$ cat config.mk
export PLATFORM = sky130hd
export DESIGN_NAME = frame_contrast_capture_selector
export DESIGN_NICKNAME = d
export VERILOG_FILES = /design/src/design/fccs_pkg.sv /design/src/design/fccs_pixel_acc.sv /design/src/design/fccs_frame_ctl.sv /design/src/design/frame_contrast_capture_selector.sv
export SDC_FILE = /design/constraint.sdc
export NUM_CORES = 1
export LEC_CHECK = 0
export BUFFER_PORTS_ARGS = -buffer_cell sky130_fd_sc_hd__clkbuf_2
export CORE_MARGIN = 2
export CORE_UTILIZATION = 51
export DETAILED_ROUTE_END_ITERATION = 12
export GPL_TIMING_DRIVEN = 0
export PLACE_DENSITY = 0.72
export SYNTH_ARGS = -nofsm -noshare
export SYNTH_HDL_FRONTEND = slang
export SYNTH_HIERARCHICAL = 1
export SYNTH_SLANG_ARGS = --single-unit
$ cat constraint.sdc
create_clock -name clk -period 3.9 [get_ports clk]
set_input_delay 0.585 -clock clk [delete_from_list [all_inputs] [get_ports clk]]
set_output_delay 0.585 -clock clk [all_outputs]
set_load 0.005 [all_outputs]
$ cat src/design/fccs_pkg.sv
// Shared types and constants for the frame contrast capture selector.
// No dependencies; every other design file refers to it by scoped names.
`default_nettype none

package fccs_pkg;

  // Widths of the state and fields
  localparam int COL_W   = 12;
  localparam int ROW_W   = 11;
  localparam int PIX_W   = 8;
  localparam int SUM_W   = 23;
  localparam int SCORE_W = 21;
  localparam int THR_W   = 21;
  localparam int HOLD_W  = 6;
  localparam int CFG_W   = 21;
  localparam int CFG_IDX_W = 2;

  // Sampled rows are multiples of ROW_STEP, from ROW_STEP to SAMPLED_ROWS * ROW_STEP
  localparam int ROW_SHIFT    = 7;
  localparam int ROW_STEP     = 1 << ROW_SHIFT;
  localparam int SAMPLED_ROWS = 7;
  localparam int SAMPLED_LIMIT = SAMPLED_ROWS * ROW_STEP;
  localparam int HOLD_FRAMES  = 60;

  // Operation codes
  localparam logic [1:0] OP_PIXEL     = 2'd0;
  localparam logic [1:0] OP_FRAME_END = 2'd1;
  localparam logic [1:0] OP_RELEASE   = 2'd2;

  // Register indexes
  localparam logic [CFG_IDX_W-1:0] REG_FRAME_WIDTH   = 2'd0;
  localparam logic [CFG_IDX_W-1:0] REG_THRESHOLD_CAM0 = 2'd1;
  localparam logic [CFG_IDX_W-1:0] REG_THRESHOLD_CAM1 = 2'd2;
  localparam logic [CFG_IDX_W-1:0] REG_STREAM_ENABLE  = 2'd3;

  // Reset values of the registers
  localparam logic [COL_W-1:0] FRAME_WIDTH_RST = 12'd1280;
  localparam logic [THR_W-1:0] THRESHOLD_RST   = 21'd8000;

  // Target buffer codes
  localparam logic [1:0] TGT_SCRATCH = 2'd0;
  localparam logic [1:0] TGT_CAM0    = 2'd1;
  localparam logic [1:0] TGT_CAM1    = 2'd2;

  typedef struct packed {
    logic [1:0]       operation;
    logic [PIX_W-1:0] pixel;
    logic             release_camera;
  } in_word_t;

  typedef struct packed {
    logic [SCORE_W-1:0] score;
    logic               detected;
    logic [1:0]         target_buffer;
    logic               camera_select;
    logic               active_cam;
    logic               capture_restarted;
    logic               ready_cam0;
    logic               ready_cam1;
  } out_word_t;

  // Per-cycle strobes from the input stage to the processing units
  typedef struct packed {
    logic pixel_go;
    logic frame_go;
    logic release_go;
  } strobe_t;

endpackage

`default_nettype wire

$ cat src/design/fccs_pixel_acc.sv
// Raster position tracking and contrast accumulation over the sampled rows.
// Depends on fccs_pkg.
`default_nettype none

module fccs_pixel_acc (
  input  wire logic                       clk,
  input  wire logic                       rst_n,
  input  wire fccs_pkg::strobe_t          strobe,
  input  wire logic [fccs_pkg::PIX_W-1:0] pixel,
  input  wire logic [fccs_pkg::COL_W-1:0] frame_width,
  output logic [fccs_pkg::SUM_W-1:0]      contrast_sum
);

  logic [fccs_pkg::COL_W-1:0] col_r, col_nxt;
  logic [fccs_pkg::ROW_W-1:0] row_r, row_nxt;
  logic [fccs_pkg::PIX_W-1:0] prev_r, prev_nxt;
  logic [fccs_pkg::SUM_W-1:0] sum_r, sum_nxt;

  logic                       sampled;
  logic [fccs_pkg::PIX_W-1:0] diff;
  logic [fccs_pkg::SUM_W:0]   sum_ext;
  logic [fccs_pkg::COL_W-1:0] last_col;

  assign last_col = frame_width - fccs_pkg::COL_W'(1);

  always_comb begin
    sampled = (col_r >= fccs_pkg::COL_W'(2)) && (row_r != '0)
           && (row_r[fccs_pkg::ROW_SHIFT-1:0] == '0)
           && (32'(row_r) <= fccs_pkg::SAMPLED_LIMIT);
    diff    = (pixel > prev_r) ? (pixel - prev_r) : (prev_r - pixel);
    sum_ext = {1'b0, sum_r} + (fccs_pkg::SUM_W+1)'(diff);

    col_nxt  = col_r;
    row_nxt  = row_r;
    prev_nxt = prev_r;
    sum_nxt  = sum_r;
    if (strobe.frame_go) begin
      col_nxt  = '0;
      row_nxt  = '0;
      prev_nxt = '0;
      sum_nxt  = '0;
    end else if (strobe.pixel_go) begin
      prev_nxt = pixel;
      if (sampled) begin
        // saturate at the top of the 23-bit range
        sum_nxt = sum_ext[fccs_pkg::SUM_W] ? '1 : sum_ext[fccs_pkg::SUM_W-1:0];
      end
      if (col_r == last_col) begin
        col_nxt = '0;
        row_nxt = row_r + fccs_pkg::ROW_W'(1);
      end else begin
        col_nxt = col_r + fccs_pkg::COL_W'(1);
      end
    end
  end

  always_ff @(posedge clk) begin
    if (!rst_n) begin
      col_r  <= '0;
      row_r  <= '0;
      prev_r <= '0;
      sum_r  <= '0;
    end else begin
      col_r  <= col_nxt;
      row_r  <= row_nxt;
      prev_r <= prev_nxt;
      sum_r  <= sum_nxt;
    end
  end

  assign contrast_sum = sum_r;

endmodule

`default_nettype wire

$ cat src/design/fccs_frame_ctl.sv
// Per-frame detection decision, camera switching and hold countdowns.
// Depends on fccs_pkg; builds the result word for each frame end.
`default_nettype none

module fccs_frame_ctl (
  input  wire logic                       clk,
  input  wire logic                       rst_n,
  input  wire fccs_pkg::strobe_t          strobe,
  input  wire logic                       release_camera,
  input  wire logic [fccs_pkg::SUM_W-1:0] contrast_sum,
  input  wire logic [fccs_pkg::THR_W-1:0] threshold_cam0,
  input  wire logic [fccs_pkg::THR_W-1:0] threshold_cam1,
  input  wire logic                       stream_enable,
  output fccs_pkg::out_word_t             result
);

  logic                        cam_r, cam_nxt;
  logic                        ph0_r, ph0_nxt;
  logic                        ph1_r, ph1_nxt;
  logic [fccs_pkg::HOLD_W-1:0] hold0_r, hold0_nxt;
  logic [fccs_pkg::HOLD_W-1:0] hold1_r, hold1_nxt;

  logic [fccs_pkg::SCORE_W-1:0] score;
  logic [fccs_pkg::HOLD_W-1:0]  hold0_dec, hold1_dec, hold_act;
  logic [fccs_pkg::THR_W-1:0]   thr_act;
  logic                         ph_act;
  logic                         detected;
  logic [1:0]                   target;

  assign score = contrast_sum[fccs_pkg::SUM_W-1:2];

  always_comb begin
    hold0_dec = (hold0_r != '0) ? hold0_r - fccs_pkg::HOLD_W'(1) : hold0_r;
    hold1_dec = (hold1_r != '0) ? hold1_r - fccs_pkg::HOLD_W'(1) : hold1_r;
    hold_act  = cam_r ? hold1_dec : hold0_dec;
    thr_act   = cam_r ? threshold_cam1 : threshold_cam0;
    ph_act    = cam_r ? ph1_r : ph0_r;

    cam_nxt   = cam_r;
    ph0_nxt   = ph0_r;
    ph1_nxt   = ph1_r;
    hold0_nxt = hold0_r;
    hold1_nxt = hold1_r;
    detected  = 1'b0;
    target    = fccs_pkg::TGT_SCRATCH;

    if (strobe.release_go) begin
      if (release_camera) begin
        hold1_nxt = '0;
      end else begin
        hold0_nxt = '0;
      end
    end else if (strobe.frame_go) begin
      hold0_nxt = hold0_dec;
      hold1_nxt = hold1_dec;
      if (stream_enable) begin
        if (!ph_act) begin
          if (score > thr_act && hold_act == '0) begin
            detected = 1'b1;
            if (cam_r) begin
              ph1_nxt = 1'b1;
              target  = fccs_pkg::TGT_CAM1;
            end else begin
              ph0_nxt = 1'b1;
              target  = fccs_pkg::TGT_CAM0;
            end
          end else begin
            cam_nxt = ~cam_r;
          end
        end else begin
          // frame was held: start its countdown and move on
          if (cam_r) begin
            ph1_nxt   = 1'b0;
            hold1_nxt = fccs_pkg::HOLD_W'(fccs_pkg::HOLD_FRAMES);
          end else begin
            ph0_nxt   = 1'b0;
            hold0_nxt = fccs_pkg::HOLD_W'(fccs_pkg::HOLD_FRAMES);
          end
          cam_nxt = ~cam_r;
        end
      end
    end

    result.score             = score;
    result.detected          = detected;
    result.target_buffer     = target;
    result.camera_select     = cam_nxt;
    result.active_cam        = cam_nxt;
    result.capture_restarted = stream_enable;
    result.ready_cam0        = (hold0_nxt != '0);
    result.ready_cam1        = (hold1_nxt != '0);
  end

  always_ff @(posedge clk) begin
    if (!rst_n) begin
      cam_r   <= 1'b0;
      ph0_r   <= 1'b0;
      ph1_r   <= 1'b0;
      hold0_r <= '0;
      hold1_r <= '0;
    end else begin
      cam_r   <= cam_nxt;
      ph0_r   <= ph0_nxt;
      ph1_r   <= ph1_nxt;
      hold0_r <= hold0_nxt;
      hold1_r <= hold1_nxt;
    end
  end

endmodule

`default_nettype wire

$ cat src/design/frame_contrast_capture_selector.sv
// Frame contrast capture selector, top level. Uses fccs_pkg, fccs_pixel_acc, fccs_frame_ctl.
// A frame-end word passes the input register, then the output register, before its result word appears.
// Throughput: one input word per cycle; only a frame end waits, and only while
//   the output register still holds an untaken result.
// Reset (rst_n, synchronous, active low): registers to 1280/8000/8000/0, counters,
//   sum, phases, countdowns cleared, camera 0 active, both stages empty.
`default_nettype none

module frame_contrast_capture_selector (
  input  wire logic                           clk,
  input  wire logic                           rst_n,
  // input channel
  input  wire logic                           in_valid,
  output logic                                in_ready,
  input  wire fccs_pkg::in_word_t             in_data,
  // result channel
  output logic                                out_valid,
  input  wire logic                           out_ready,
  output fccs_pkg::out_word_t                 out_data,
  // configuration write port
  input  wire logic                           cfg_we,
  input  wire logic [fccs_pkg::CFG_IDX_W-1:0] cfg_index,
  input  wire logic [fccs_pkg::CFG_W-1:0]     cfg_wdata
);

  // Configuration registers
  logic [fccs_pkg::COL_W-1:0] frame_width_r;
  logic [fccs_pkg::THR_W-1:0] thr0_r;
  logic [fccs_pkg::THR_W-1:0] thr1_r;
  logic                       stream_en_r;

  always_ff @(posedge clk) begin
    if (!rst_n) begin
      frame_width_r <= fccs_pkg::FRAME_WIDTH_RST;
      thr0_r        <= fccs_pkg::THRESHOLD_RST;
      thr1_r        <= fccs_pkg::THRESHOLD_RST;
      stream_en_r   <= 1'b0;
    end else if (cfg_we) begin
      unique case (cfg_index)
        fccs_pkg::REG_FRAME_WIDTH:    frame_width_r <= cfg_wdata[fccs_pkg::COL_W-1:0];
        fccs_pkg::REG_THRESHOLD_CAM0: thr0_r        <= cfg_wdata[fccs_pkg::THR_W-1:0];
        fccs_pkg::REG_THRESHOLD_CAM1: thr1_r        <= cfg_wdata[fccs_pkg::THR_W-1:0];
        fccs_pkg::REG_STREAM_ENABLE:  stream_en_r   <= cfg_wdata[0];
        default: ;
      endcase
    end
  end

  // Input register stage. A word leaves it in the cycle it is processed;
  // a frame end leaves only when the output register has room.
  logic               s1_valid_r;
  fccs_pkg::in_word_t s1_word_r;
  logic               out_valid_r;
  fccs_pkg::out_word_t out_word_r;
  logic               out_free;
  logic               s1_is_frame;
  logic               s1_adv;
  fccs_pkg::strobe_t  strobe;
  fccs_pkg::out_word_t result;
  logic [fccs_pkg::SUM_W-1:0] contrast_sum;

  assign out_free    = !out_valid_r || out_ready;
  assign s1_is_frame = (s1_word_r.operation == fccs_pkg::OP_FRAME_END);
  assign s1_adv      = s1_valid_r && (!s1_is_frame || out_free);
  assign in_ready    = !s1_valid_r || s1_adv;

  // Reserved operation code passes through with no strobe.
  assign strobe.pixel_go   = s1_adv && (s1_word_r.operation == fccs_pkg::OP_PIXEL);
  assign strobe.frame_go   = s1_adv && s1_is_frame;
  assign strobe.release_go = s1_adv && (s1_word_r.operation == fccs_pkg::OP_RELEASE);

  always_ff @(posedge clk) begin
    if (!rst_n) begin
      s1_valid_r <= 1'b0;
    end else if (in_ready) begin
      s1_valid_r <= in_valid;
    end
  end

  always_ff @(posedge clk) begin
    if (in_ready && in_valid) begin
      s1_word_r <= in_data;
    end
  end

  fccs_pixel_acc u_pixel_acc (
    .clk          (clk),
    .rst_n        (rst_n),
    .strobe       (strobe),
    .pixel        (s1_word_r.pixel),
    .frame_width  (frame_width_r),
    .contrast_sum (contrast_sum)
  );

  fccs_frame_ctl u_frame_ctl (
    .clk            (clk),
    .rst_n          (rst_n),
    .strobe         (strobe),
    .release_camera (s1_word_r.release_camera),
    .contrast_sum   (contrast_sum),
    .threshold_cam0 (thr0_r),
    .threshold_cam1 (thr1_r),
    .stream_enable  (stream_en_r),
    .result         (result)
  );

  // Output register: loaded by a frame end, emptied when taken.
  always_ff @(posedge clk) begin
    if (!rst_n) begin
      out_valid_r <= 1'b0;
    end else if (strobe.frame_go) begin
      out_valid_r <= 1'b1;
    end else if (out_ready) begin
      out_valid_r <= 1'b0;
    end
  end

  always_ff @(posedge clk) begin
    if (strobe.frame_go) begin
      out_word_r <= result;
    end
  end

  assign out_valid = out_valid_r;
  assign out_data  = out_word_r;

endmodule

`default_nettype wire
Yosys cells after proc, flatten, opt, wreduce, memory -nomap -nowiden:

Cells that the tools add are included.

* output and inout port bits: 31
* input bits: 39
* bits in registers: 165
* logic and storage cells: 122

* order comparisons: 4
* reductions and logical operators: 37
* eq/ne operators: 6
* mux-type cells: 37
* bitwise operators: 5
* add/subtract/negate cells: 8

Operators by type and width (count)
* 6-bit two-way mux: 15
* 23-bit by 8-bit adder with 24-bit output: 1
* 6-bit nonzero test: 4
* 23-bit two-way mux: 1
* 21-bit > comparator: 1
* 21-bit two-way mux: 1
* 1-bit two-way mux: 17
* 8-bit subtractor: 2
* 12-bit by 1-bit adder with 12-bit output (second input constant): 1
* 12-bit equality test: 1
* 12-bit by 2-bit greater-or-equal comparator with 1-bit output (second input constant): 1
* 12-bit two-way mux: 1
* 2-bit AND reduction: 6
* 12-bit by 1-bit subtractor with 12-bit output (second input constant): 1
* 6-bit by 1-bit subtractor with 6-bit output (second input constant): 2
* 11-bit by 1-bit adder with 11-bit output (second input constant): 1
* 11-bit by 10-bit less-or-equal comparator with 1-bit output (second input constant): 1
* 11-bit nonzero test: 1
* 5-bit AND reduction: 2
* 1-bit logical AND: 9
* 8-bit > comparator: 1
* 8-bit two-way mux: 1
* 7-bit logical NOT: 1
* 2-bit equality test (second input constant): 3
* 11 further kinds: 22

Longest topological paths before layout:

Gate-level depths: netlist (run 1).

* depth after elaboration: 10
* depth in mapped cells: 19
* gate-level depth less buffers: 17

Modules after synthesis:

Netlist (run 1), hierarchy kept.

Modules (own cells, without submodules)
* fccs_pixel_acc: instances 1, seq. area each 1081.0 µm², cells an instance 488, area an instance 4005.1 µm²
* frame_contrast_capture_selector: instances 1, seq. area each 2342.2 µm², cells an instance 263, area an instance 3450.8 µm²
* fccs_frame_ctl: instances 1, seq. area each 300.3 µm², cells an instance 272, area an instance 2094.5 µm²

Worst setup path after synthesis (run 1):

No wires, ideal clock.

* path type: reg-to-reg
* from: register s1_word_r[1] (netlist name)
* to: register u_pixel_acc.sum_r, in the netlist u_pixel_acc/contrast_sum[20]
* path slack: -0.138 ns
* clock period less this slack: 4.038 ns
* buffers on the path: 1
* data required time: 3.768 ns
* cell stages (with the launch flop): 18
* library setup time: 0.132 ns
* arrival time: 3.906 ns
* cell sequence: edfxtp_1 inv_1 ha_1 inv_1 fa_1 nand3_1 a21oi_1 o22ai_1 buf_1 mux2i_1 nand3_1 o21ai_0 xnor2_1 ha_1 nor3_1 o21ai_1 nand4_1 a21oi_1

* longest elaborated chain between the ends: 4
* elaborated cells between the ends (all ways): 6
* those cells by class: 3 x add/sub; 1 x order compare; 2 x mux

Ends and longest elaborated chain
* start, declared: RTL line frame_contrast_capture_selector.sv:52 `fccs_pkg::in_word_t s1_word_r;`
* start signal, assigned: RTL line frame_contrast_capture_selector.sv:82 `s1_word_r <= in_data;`
* 8-bit subtractor / 8-bit > comparator (equally long branches): RTL line fccs_pixel_acc.sv:30 `diff = (pixel > prev_r) ? (pixel - prev_r) : (prev_r - pixel);`
* 8-bit two-way mux *: RTL line fccs_pixel_acc.sv:30
* 23-bit by 8-bit adder with 24-bit output *: RTL line fccs_pixel_acc.sv:31 `sum_ext = {1'b0, sum_r} + (fccs_pkg::SUM_W+1)'(diff);`
* 23-bit two-way mux *: RTL line fccs_pixel_acc.sv:46 `sum_nxt = sum_ext[fccs_pkg::SUM_W] ? '1 : sum_ext[fccs_pkg::SUM_W-1:0];`
* end signal, assigned: RTL line fccs_pixel_acc.sv:67 `sum_r <= sum_nxt;`
* end, declared: RTL line fccs_pixel_acc.sv:17 `logic [fccs_pkg::SUM_W-1:0] sum_r, sum_nxt;`

Mark *: on every way between the ends. The rest lies on a longest branch, timed or not.
A chain may end at the register's enable or synchronous reset.

Worst setup path in the final report (run 1):

* from: register s1_word_r[8] (netlist name)
* to: register u_pixel_acc.sum_r, in the netlist u_pixel_acc/contrast_sum[6]

Same word-level chain as after synthesis.

==> summary.md, run 1 <==
| Metric | Value |
|---|---|
| Outcome | `finished with violations` |
| Failing checks | `setup timing` |
| CTS H-tree lvls | `4` |
| Number of synthesized register bits | `between 150 and 200` |
| Fillers | `~1,500` |
| Area growth from synthesis to layout | `20.5%` |
| Via count | `~8,000` |
| Post-DP HPWL | `about 16,000 µm` |
| Power Density | `366 mW/mm²` |
| Initial antenna violation count | `0` |
| ANT cells | `0` |
| Most frequent cells in the layout | `dfxtp_1 (125), nand2_1 (107), mux2i_1 (88)` |
| Worst skew pair latency | `between 400 and 500 ps` |
| Ys async rst share | `0` |
| Ys flop type | `dfxtp_1` |
| Total GRT Usage | `0.224` |
| CP arrival | `approximately 4300 ps` |
| CTS root buf | `clkbuf_16` |
| Die height | `141 µm` |
| Clk slew on worst S/H paths | `approximately 70 ps` |
| Sequential share of the synthesized area | `0.390` |
| Layout Nets | `about 1,200` |
| Buffers added on ports | `just under 70` |
| Die area | `roughly 0.020 mm²` |
| Placer Congestion | `0.896` |
| Most common cell after layout, fill and taps aside | `dfxtp_1` |
| RSZ-0062 raised after global routing | `yes` |
| Routed length per placed instance | `approximately 17 µm` |
| Synth Net Count | `about 1,100` |
| Largest net degree at the start of global routing | `22` |
| CP Launch Type | `flip-flop` |
| CTS Buffer Depth | `2` |
| Vias in the first global route | `~7,400` |
| Worst Max-Slew Pin Slew | `approximately 760 ps` |
| Syn Inst Count | `roughly 1,000` |
| MaxCap Viol Count | `0` |
| Cell variety after synth | `76` |
| Ys Warns | `6` |
| Worst Clk Skew | `11.1 ps` |
| Share of cells above drive strength 1 | `0.204` |
| CTS tree | `done` |
| Clk sink count | `166` |
| Number of flops mapped to enable cells by yosys | `40` |
| Max Transition Viols Final | `0` |
| Worst EP required | `approximately 4200 ps` |
| Initial core utilization | `0.516` |
| Die width | `between 100 and 150 µm` |
| DR iter-0 viols | `649` |
| Ports | `70` |
| DR vias/cell | `roughly 5.8` |
| Fin crit share | `1.02` |
| Post-route DRC | `0` |
| # rows | `50` |
| Final setup violation count | `7` |
| Tightest Hold Check Type | `primary input to flip-flop` |
| Hold Path Stages | `1` |
| CP Max Fanout | `8` |
| Max incr delay on CP | `430 ps` |
| Global-route wire length before repair | `36,100 µm` |
| Worst setup path class | `flip-flop to flip-flop` |
| Critical path capture point type | `flip-flop` |
| Cells on worst reg2reg path | `16` |
| Routed WL | `~24,000 µm` |
| Final Critical Period | `between 3000 and 4000 ps` |
| Worst path slowest cell | `ha_2` |
| Post-Syn Area | `~0.0096 mm²` |
| Worst-path cell chain | `ha_2 > nand4_1 > buf_4 > o22ai_2 > buf_6 > mux2i_2 > xnor2_1 > ha_1 > nor2b_1 > o21ai_1 > a21oi_2 > buf_4 > o21ai_4 > nand2b_1 > xnor2_1 > a31oi_1` |
| Count of final hold-check violations | `0` |
| Placeable Area | `between 0.015 and 0.02 mm²` |
| Dpl ws | `-775 ps` |
| Post-route setup TNS | `-230 ps` |
| TritonCTS buffer count | `17` |
| Grt total ovfl | `0` |
| Final Worst Setup Slack | `-74.9 ps` |
| FMAX | `~250 MHz` |
| Drt pass-1 iters | `5` |
| Max-slew headroom | `0.490` |
| Max VDD drop | `~0.37 mV` |
| Final ANT Viol Nets | `0` |
| Static Leak | `4.63 nW` |
| CTS hold repair buffers | `0` |
| Avg Cell Area, Syn | `9.34 µm²` |
==> per-layer routing <==
layer	up-vias	share of wire	global-route usage
met2	218	0.47	0.360
met3	47	0.047	0.0391
met1	3789	0.46	0.308
met4	0	0.028	0.0758
li1	3906	-	-
met5	-	0	0
==> critical path: cells and delay by family, from the launching register on <==
kind	cells	cell delay, ps
buffers and inverters	3	620
muxes	1	220
xor gates and xnor gates	2	350
adders and majority gates	2	710
AOI/OAI and AO/OA	5	970
DFF	1	410
and+or+nand+nor	3	530
==> flip-flops by register name, indices dropped and copies added (netlist names), 11 cells and up <==
| signal | flops |
|---|---|
| s1_word_r | 11 |
| u_pixel_acc/row_r | 11 |
| thr0_r | 21 |
| thr1_r | 21 |
| frame_width_r | 12 |
| u_pixel_acc/contrast_sum | 23 |
| u_pixel_acc/col_r | 12 |
| out_data | 29 |
==> cell type report <==
cell class | count | area (µm²) | area share
Buffer | 71 | 448 | 0.0389
Clock buffer | 19 | 433 | 0.0376
Clock inverter | 13 | 204 | 0.0177
Inverter | 54 | 203 | 0.0176
Multi-Input combinational cell | 732 | 5620 | 0.489
Sequential cell | 166 | 3720 | 0.324
Tap cell | 234 | 293 | 0.0254
Timing Repair Buffer | 90 | 577 | 0.0501
==> report_power, final <==
part	total, W	switching [W]	internal, W
clock network	0.00183	0.000695	0.00113
registers	0.00183	0.0000277	0.00180
logic	0.000558	0.000322	0.000237
total	0.00421	0.00104	0.00317
==> kinds of logic (layout without fill, tap and decap cells) <==
logic type,after synthesis,in the layout,synth area share
compound gates,195,196,0.141
buf+inv,126,247,0.0648
flops,166,166,0.390
mux,97,97,0.102
fa+ha+maj,58,58,0.0783
simple gates,339,339,0.185
xor+xnor,42,42,0.0385
==> through the flow <==
| stage | utilization | cell area (µm²) | power [W] | cells | hold WS (ps) |
|---|---|---|---|---|---|
| after CTS | 0.597 | 11100 | 0.00414 | 1366 | 319 |
| after floorplan | - | 9560 | 0.00218 | 1023 | 432 |
| after global routing | 0.621 | 11500 | 0.00437 | 1379 | 312 |
| final | 0.621 | 11500 | 0.00421 | 1379 | 325 |
| after global placement | 0.550 | 10200 | 0.00229 | 1326 | 442 |
| after detailed placement | 0.553 | 10200 | 0.00230 | 1328 | 449 |
==> cells in the mapped netlist, types with 28 or more instances <==
cell type | count | area [µm²]
edfxtp_1 | 40 | 1200
nand2_1 | 107 | 402
o21ai_0 | 32 | 160
nand3_1 | 29 | 145
mux2i_1 | 93 | 931
a21oi_1 | 43 | 215
ha_1 | 55 | 688
inv_1 | 54 | 203
dfxtp_1 | 126 | 2520
clkbuf_1 | 28 | 105
nor2_1 | 45 | 169
nor2b_1 | 30 | 188
==> final timing paths <==
kind	endpoint	slack [ps]	from
min	s1_word_r[10]	320	in_data[10]
max reg2reg	u_pixel_acc/contrast_sum[6]	-70	s1_word_r[8]
max	u_pixel_acc/contrast_sum[6]	-70	s1_word_r[8]
min reg2reg	thr1_r[14]	460	thr1_r[14]
==> what timing repair did <==
| item | in CTS | in global routing |
|---|---|---|
| endpoints found under the setup margin | 31 | 26 |
| pin swaps | 7 | 27 |
| buffers inserted | 6 | 11 |
| gates cloned | 1 | 2 |
| gates resized for setup | 37 | 64 |
Note: power is estimated with default switching activity, not from simulation.
==> run 2: changes to the inputs <==
--- a/config.mk
+++ b/config.mk
@@ -7,10 +7,9 @@
 export LEC_CHECK = 0
 export BUFFER_PORTS_ARGS = -buffer_cell sky130_fd_sc_hd__clkbuf_2
 export CORE_MARGIN = 2
-export CORE_UTILIZATION = 51
+export CORE_UTILIZATION = 35
 export DETAILED_ROUTE_END_ITERATION = 12
 export GPL_TIMING_DRIVEN = 0
-export PLACE_DENSITY = 0.72
 export SYNTH_ARGS = -nofsm -noshare
 export SYNTH_HDL_FRONTEND = slang
 export SYNTH_HIERARCHICAL = 1
==> summary.md, run 2 (synthesis gave the netlist of run 1 again) <==
| Metric | Value |
|---|---|
| Outcome | `finished with violations` |
| Failing checks | `setup timing` |
| Largest net degree at the start of global routing | `33` |
| MaxCap Viol Count | `0` |
| CTS tree | `done` |
| Ports | `70` |
| Max-slew headroom | `0.504` |
| Non-filler cells, final | `roughly 1,500` |
| Total GRT Usage | `0.164` |
| Power Density | `349 mW/mm²` |
| Most frequent cells in the layout | `dfxtp_1 (125), nand2_1 (107), mux2i_1 (85)` |
| Routed WL | `approximately 24,000 µm` |
| CTS Buffer Depth | `2` |
| Cell Int Power | `a little under 0.003 W` |
| CTS H-tree lvls | `4` |
| Worst path slowest cell | `edfxtp_1` |
| Initial core utilization | `0.355` |
| Fillers | `~2,600` |
| DR iter-0 viols | `roughly 510` |
| RSZ-0062 raised after global routing | `yes` |
| DR vias/cell | `between 5 and 6` |
| Die area | `0.0286 mm²` |
| Comb power frac | `0.134` |
| Final Critical Period | `a little under 4000 ps` |
| ANT cells | `0` |
| CP arrival | `~4200 ps` |
| Setup slack, reg-to-reg | `-10 ps` |
| Psw | `0.00110 W` |
| CP Launch Type | `flip-flop` |
| Critical path capture point type | `flip-flop` |
| Count of final hold-check violations | `0` |
| Die width | `about 170 µm` |
| Dpl ws | `-766 ps` |
| Clk sink count | `about 170` |
| Final Worst Setup Slack | `-10.3 ps` |
| Share of cells above drive strength 1 | `0.208` |
| Worst skew pair latency | `approximately 430 ps` |
| Max incr delay on CP | `between 400 and 500 ps` |
| TritonCTS buffer count | `17` |
| Static Leak | `approximately 4.6 nW` |
| Via count | `approximately 7,800` |
| Met1 global-route usage | `0.215` |
| Worst EP required | `4200 ps` |
| Worst Max-Slew Pin Slew | `745 ps` |
| Routed length per placed instance | `approximately 16 µm` |
| GRT Max-Usage Layer | `met2` |
| Fin crit share | `1.00` |
| Drt pass-1 iters | `5` |
| Initial antenna violation count | `0` |
| FMAX | `256 MHz` |
| Worst setup path class | `flip-flop to flip-flop` |
| CP Max Fanout | `5` |
| Post-DP HPWL | `roughly 17,000 µm` |
| Final ANT Viol Nets | `0` |
| CTS root buf | `clkbuf_16` |
| Switching part of the total | `0.273` |
| Layout Nets | `between 1,000 and 1,500` |
| Buffers added on ports | `just under 70` |
| Placeable Area | `~0.027 mm²` |
| Worst-path cell chain | `inv_1 > ha_2 > inv_2 > fa_2 > nand3_4 > a21oi_4 > o22ai_4 > buf_6 > mux2i_4 > nand3_2 > xnor2_2 > ha_1 > o21ai_2 > a21oi_2 > buf_4 > o21ai_4 > a2111oi_2 > xnor2_1 > a21oi_1` |
| Final setup violation count | `1` |
| Sequential share of power | `0.454` |
| Max Transition Viols Final | `0` |
| Global-route wire length before repair | `roughly 38,000 µm` |
| Tightest Hold Check Type | `primary input to flip-flop` |
| Post-route DRC | `0` |
| Met2 usage | `0.276` |
| Vias in the first global route | `7,393` |
| Area growth from synthesis to layout | `20.6%` |
| Number of flip-flops in the largest register | `29` |
| Worst Clk Skew | `~13 ps` |
| Clock power share | `0.411` |
| Max VDD drop | `0.217 mV` |
| Met3 Use GR | `0.0257` |
| Clk slew on worst S/H paths | `roughly 70 ps` |
| Most common cell after layout, fill and taps aside | `dfxtp_1` |
| Grt total ovfl | `0` |
| # rows | `60` |
| Die height | `between 150 and 200 µm` |
| Inst Count DP | `around 1,400` |
| Placer Congestion | `approximately 0.9` |
[run 2: what timing repair did]
action                     CTS  global route
setup buffers                4            11
cloned                       1             3
gates resized for setup     44            61
pin swaps                    6            26
hold buffers                 0             0
setup endpoints to repair   30            26
[run 2: power by group through the flow]
stage | logic (W) | registers (W) | clock network, W
3_3_place_gp | 0.000434 | 0.00186 | 0
3_5_place_dp | 0.000441 | 0.00186 | 0
4_1_cts | 0.000467 | 0.00182 | 0.00170
5_1_grt | 0.000588 | 0.00183 | 0.00176
2_1_floorplan | 0.000322 | 0.00186 | 0
6_report | 0.000540 | 0.00183 | 0.00165
[run 2: worst paths after layout]
| path | to | startpoint | cells after the start |
|---|---|---|---|
| hold reg to reg | thr1_r[18] | thr1_r[18] | 2 |
| setup / recovery | u_pixel_acc/contrast_sum[22] | s1_word_r[1] | 19 |
| hold / removal | s1_word_r[3] | in_data[3] | 1 |
| setup reg to reg | u_pixel_acc/contrast_sum[22] | s1_word_r[1] | 19 |
[run 2: per-layer routing]
layer,vias up,share of wire
li1,3897,-
met1,3712,0.46
met2,163,0.49
met3,23,0.037
met4,0,0.011
met5,-,0
[run 2: metrics by stage]
stage	setup TNS, ps	cell area, µm²	util	power [W]	hold slack, ps
2_1_floorplan	0	9560	-	0.00218	432
3_3_place_gp	-52520	10300	0.384	0.00230	444
3_5_place_dp	-17190	10400	0.386	0.00230	449
4_1_cts	-94.5	11100	0.414	0.00399	293
5_1_grt	-1310	11500	0.428	0.00418	307
6_report	-10.3	11500	0.428	0.00402	321
[run 2: final cells by class]
class | count | area [µm²] | area share
plain buffers | 71 | 447 | 0.0388
clock buffers | 17 | 425 | 0.0369
clock inverters | 15 | 139 | 0.0121
inverters | 54 | 203 | 0.0176
multi-input cells | 732 | 5610 | 0.487
flip-flops and latches | 166 | 3720 | 0.323
well taps | 341 | 427 | 0.0371
repair buffers | 87 | 543 | 0.0472
[run 2: worst max-delay path, delay by kind of cell, from the launching register on]
kind,cells,cell delay [ps]
muxes,1,270
adders and majority gates,3,890
buffers and inverters,4,480
DFF,1,420
xor gates and xnor gates,2,340
AOI/OAI and AO/OA,7,1160
and+or+nand+nor,2,200
